<file path="src/sv/point_cloud_running_mean_merge_core_defines.svh">
// assertion macros for the point cloud running mean merge core
`ifndef POINT_CLOUD_RUNNING_MEAN_MERGE_CORE_DEFINES_SVH
`define POINT_CLOUD_RUNNING_MEAN_MERGE_CORE_DEFINES_SVH

// property that must hold at every clock edge outside reset
`define PCRM_ASSERT(label, clk, rstn, prop) \
    label: assert property (@(posedge clk) disable iff (!(rstn)) (prop)) \
        else $error("pcrm assertion failed");

// condition in one cycle implies a condition in the next cycle
`define PCRM_ASSERT_NEXT(label, clk, rstn, cond, conseq) \
    label: assert property (@(posedge clk) disable iff (!(rstn)) (cond) |=> (conseq)) \
        else $error("pcrm assertion failed");

`endif

</file>
<file path="src/sv/pcrm_pkg.sv">
// shared types and constants of the running mean merge core
`default_nettype none

package pcrm_pkg;

    localparam int COORDS      = 3;
    localparam int IDX_W       = 16;
    localparam int COORD_W     = 32;
    localparam int RGB_W       = 24;
    localparam int CNT_W       = 16;
    localparam int SQ_W        = 63;
    localparam int ACC_W       = 49;
    localparam int MAG_W       = 48;
    localparam int D_W         = 17;
    localparam int Q_W         = 32;
    localparam int DIV_STEPS   = 4;
    localparam int DIV_STAGES  = Q_W / DIV_STEPS;
    localparam int PREP_STAGES = 4;

    localparam logic [CNT_W-1:0] COUNT_MAX = '1;
    localparam logic [SQ_W-1:0]  SUMSQ_MAX = '1;

    typedef struct packed {
        logic [CNT_W-1:0]                count;
        logic [COORDS-1:0][COORD_W-1:0]  mean;
        logic [RGB_W-1:0]                colour;
        logic [COORDS-1:0][SQ_W-1:0]     sumsq;
    } entry_t;

    typedef struct packed {
        logic [IDX_W-1:0]                idx;
        logic                            in_range;
        logic                            finite;
        logic [COORDS-1:0][COORD_W-1:0]  coord;
        logic [RGB_W-1:0]                rgb;
    } item_t;

    typedef struct packed {
        item_t                           item;
        entry_t                          old;
        logic [COORDS-1:0][ACC_W-1:0]    acc;
        logic [COORDS-1:0][SQ_W-1:0]     sq;
        logic [COORDS-1:0]               neg;
        logic [COORDS-1:0][D_W-1:0]      rem;
        logic [COORDS-1:0][Q_W-1:0]      quo;
        logic [D_W-1:0]                  divisor;
    } work_t;

    typedef struct packed {
        logic             valid;
        logic [IDX_W-1:0] idx;
    } tag_t;

endpackage

`default_nettype wire

</file>
<file path="src/sv/pcrm_div_stage.sv">
// one pipeline stage of the restoring dividers, a few quotient bits each
`default_nettype none

module pcrm_div_stage (
    input  wire logic            aclk,
    input  wire logic            aresetn,
    input  wire logic            in_valid,
    input  wire pcrm_pkg::work_t in_data,
    output logic                 in_ready,
    output logic                 out_valid,
    output pcrm_pkg::work_t      out_data,
    input  wire logic            out_ready,
    output pcrm_pkg::tag_t       tag
);
    import pcrm_pkg::*;

    work_t data_next, data_reg;
    logic  valid_reg;

    always_comb begin
        logic [D_W:0] trial;
        logic         qbit;
        data_next = in_data;
        for (int c = 0; c < COORDS; c++) begin
            for (int s = 0; s < DIV_STEPS; s++) begin
                trial = {data_next.rem[c], data_next.quo[c][Q_W-1]};
                qbit  = (trial >= {1'b0, data_next.divisor});
                if (qbit) begin
                    trial = trial - {1'b0, data_next.divisor};
                end
                data_next.rem[c] = trial[D_W-1:0];
                data_next.quo[c] = {data_next.quo[c][Q_W-2:0], qbit};
            end
        end
    end

    assign in_ready = !valid_reg || out_ready;

    always_ff @(posedge aclk) begin
        if (!aresetn) begin
            valid_reg <= 1'b0;
        end else if (in_ready) begin
            valid_reg <= in_valid;
        end
    end

    always_ff @(posedge aclk) begin
        if (in_valid && in_ready) begin
            data_reg <= data_next;
        end
    end

    assign out_valid = valid_reg;
    assign out_data  = data_reg;
    assign tag       = '{valid: valid_reg, idx: data_reg.item.idx};

endmodule

`default_nettype wire

</file>
<file path="config.mk">
export PLATFORM = sky130hd
export DESIGN_NAME = pcrm_div_stage
export DESIGN_NICKNAME = d
export VERILOG_FILES = /design/src/sv/point_cloud_running_mean_merge_core_defines.svh /design/src/sv/pcrm_pkg.sv /design/src/sv/pcrm_div_stage.sv
export SDC_FILE = /design/constraint.sdc
export NUM_CORES = 1
export LEC_CHECK = 0
export BUFFER_PORTS_ARGS = -buffer_cell sky130_fd_sc_hd__buf_4
export CORE_AREA = 10 10 753 755
export CTS_BUF_LIST = sky130_fd_sc_hd__clkbuf_4 sky130_fd_sc_hd__clkbuf_8
export CTS_CLUSTER_SIZE = 40
export DETAILED_ROUTE_END_ITERATION = 10
export DIE_AREA = 0 0 763 765
export PLACE_DENSITY = 0.3
export RECOVER_POWER = 100
export SLEW_MARGIN = 20
export SYNTH_ARGS = -nofsm -noshare
export SYNTH_HDL_FRONTEND = slang
export SYNTH_SLANG_ARGS = --single-unit
</file>
<file path="constraint.sdc">
create_clock -name aclk -period 66.4 [get_ports aclk]
set_input_delay 6.64 -clock aclk [delete_from_list [all_inputs] [get_ports aclk]]
set_output_delay 6.64 -clock aclk [all_outputs]
set_load 0.02 [all_outputs]
</file>
==> impl_metrics.yaml <==
status:
  status: "finished with violations"
  violations: "capacitance limit, slew limit"
global_route:
  antenna_found_initial: 367
  grt_pass1_vias: 35191
  grt_max_degree: 125
  grt_usage: 0.1511
  grt_pass1_wl_um: 544200
  gr-total-overflow: 0
sta:
  maxSlewViolCount: 1073
  whs_ns: 1.018
  finalCritPeriodShare: 0.4070
  period_minus_slack_ns: 27.03
  worst_slack_ns: 39.37
  fin_tns_setup_ns: 0
  rsz0062_at_grt: "no"
  relSlewSlack: -4.540
  hold_violations: 0
  fin_worst_skew_ns: 0.1363
  fmax_mhz: 37.00
  tightest_slew_ns: 8.310
  setup_violations: 0
die:
  start_util: 0.07512
  die_h_um: 765
  die_x_um: 763
  io-pin-count: 1955
  die_area_um2: 583700
  coreArea_um2: 551300
  num_rows: 273
clock_network:
  cts_buffer_depth: 4
  ctsRootBufferMaster: "clkbuf_8"
  htree_num_levels: 4
  cts_resized: 0
  cts_setup_buffers: 0
  clock_sinks: 967
  ctsHoldBuffers: 0
  clkTransAtPathRegs_ns: 0.06
  tritoncts: "done"
  cts_made_buffers: 228
  clock_latency_ns: 1.05
power:
  vdd_ir_drop_max_uv: 21.36
  power_density_nw_per_um2: 41.32
  p_leak_nw: 22.47
  fin_total_pwr_mw: 2.705
worst_setup_path:
  endpoint_kind: "register"
  worstPathRequired_ns: 66.83
  crit_path_max_fanout: 124
  arrival_ns: 27.46
  cp-start-kind: "input port"
  crit_type: "input port to register"
detailed_routing:
  totalWireLength_um: 465700
  antenna_left: 0
  firstDrtPassIters: 5
  drt-initial-drc-count: 3165
  routed_wire_length_per_instance_um: 37.42
  via_per_inst: 2.922
  route.vias.total: 36361
  drc: 0
synthesis:
  synth_top_cell_by_area: "edfxtp_1"
  synth.distinct_cells: 93
  synthAdderAreaFrac: 0.06743
  ys_warn_count: 0
  syn_area_per_cell_um2: 15.30
  yosysSeqAreaShare: 0.7009
  synth_edf_count: 966
  synth_fp_nets: 3893
  synthesis.area_um2: 41410
  synth-seq-cells: 967
  synth_ff_type: "edfxtp_1"
  ys_top_cells_by_area: "edfxtp_1 (70%), ha_1 (6.2%), xnor2_1 (2.2%), a21oi_1 (2.2%), mux2_2 (1.5%)"
  synth_compound_area_frac: 0.09420
  synthCells: 2707
  synth_top_area_frac: 0.7004
  postSynth.asyncResetShare: 0
  synthMuxAreaShare: 0.02471
  synthSimpleGateAreaFrac: 0.06236
  synth_top_family_by_area: "compound AO/OA/AOI/OAI gates"
  synthXorXnorAreaFrac: 0.03215
final_layout:
  drive_gt1_frac: 0.2461
  syn_to_final_growth_pct: 58.10
  final_core_util: 0.1188
  fin_nets: 6062
  finalNonFillerCells: 12445
  final_cell_area_um2: 65480
flow_run:
  maxCapViolCount: 19
placement:
  placed_cell_area_um2: 65210
  post-dp-hpwl_um: 411400
  finalWeightedCongestion: 0.9812
  dp_slack_ns: 45.41
  dp_cells: 11933
  port_buffers: 1954
hold_path:
  worstHoldPathType: "register to register"
-- flip-flops by register name (all words and copies together), names as in the netlist --
name	cells
out_data	966
out_valid	1
-- kinds of logic (layout without fill, tap and decap cells) --
family | after synthesis | in the layout
muxes | 93 | 93
xor gates and xnor gates | 152 | 152
adders and majority gates | 216 | 216
other | 0 | 95
and+or+nand+nor | 520 | 520
AOI/OAI and AO/OA | 587 | 587
DFF | 967 | 967
buffers and inverters | 172 | 2528
-- layout by cell type, fill, tap and decap left out, types with 9 or more instances in the layout --
cell       Yosys  layout
nor4_1        10      11
a31oi_1        9       9
or2_2         12      12
o21a_1        31      31
a221o_1       14      14
bufinv_16      0      11
clkbuf_1      18    1172
xnor2_1      102     102
ha_1         204     204
diode_2        0      95
o21ai_0      112     117
mux2i_1       28      28
and3_1        14      14
inv_1        113     118
nand3_1       40      41
xor2_1        50      50
a21o_1        64      65
clkinv_1       0      73
buf_4         18      85
o21bai_1      19      19
nand2b_1      31      31
o221ai_1       9       9
clkbuf_8       0     229
fa_1          12      12
clkbuf_4       0     794
and2_1        17      15
clkinv_2       0      36
mux2_2        57      46
nor2b_1       31      31
nand4_1       30      30
a21oi_1      178     179
o31ai_1       12      12
a211o_1       11      11
a211oi_1      23      23
nor2_1       139     138
nand2_1      115     115
mux2_1         7      18
nor3_1        48      49
edfxtp_1     966     966
-- layout make-up --
type                            count  area [um2]
Multi-Input combinational cell   1568       11570
Tap cell                         7287        9117
Fill cell                       63210      485800
Inverter                          119       446.7
Clock buffer                      288        3595
Clock inverter                    129       925.9
Antenna cell                       95       237.7
Timing Repair Buffer             1992       10560
Sequential cell                   967       29030
-- critical path, stage by stage --
cell	delay [ns]
clkbuf_4	0.10
nand2b_1	0.13
and2_0	2.20
clkbuf_1	5.93
clkbuf_1	6.09
clkbuf_1	2.93
clkbuf_1	3.06
-- power breakdown --
group          internal (mW)  leakage, nW  switching [mW]
Clock                  0.398         2.39           0.354
Combinational          0.393         10.7           0.732
Sequential             0.772         9.35          0.0560
Total                   1.56         22.5            1.14
-- Yosys cell counts (17+ instances only) --
master    count
a21o_1       64
o21bai_1     19
buf_4        18
edfxtp_1    966
a211oi_1     23
xnor2_1     102
nor3_1       48
ha_1        204
nand2_1     115
and2_1       17
nand3_1      40
o21a_1       31
nor2_1      139
mux2i_1      28
xor2_1       50
a21oi_1     178
o21ai_0     112
nand4_1      30
nand2b_1     31
clkbuf_1     18
inv_1       113
mux2_2       57
nor2b_1      31
-- per-layer routing --
| metal | up-vias | track usage | wire [um] |
|---|---|---|---|
| met4 | 142 | 0.02762 | 13790 |
| met3 | 774 | 0.06969 | 51100 |
| li1 | 14979 | - | - |
| met2 | 2332 | 0.2549 | 218000 |
| met5 | - | 0 | 1139 |
| met1 | 18134 | 0.1765 | 181700 |
-- path summary, 6_finish.rpt --
kind | startpoint | end | slack (ns) | depth (start not counted)
setup reg to reg | out_valid$_SDFFE_PN0N_ | out_data[41]$_DFFE_PP_ | 44.31 | 6
setup / recovery | out_ready | out_data[41]$_DFFE_PP_ | 39.37 | 7
hold reg to reg | out_valid$_SDFFE_PN0N_ | out_valid$_SDFFE_PN0N_ | 1.02 | 2
hold / removal | out_valid$_SDFFE_PN0N_ | out_valid$_SDFFE_PN0N_ | 1.02 | 2
Power figures use the tool's default switching activity.
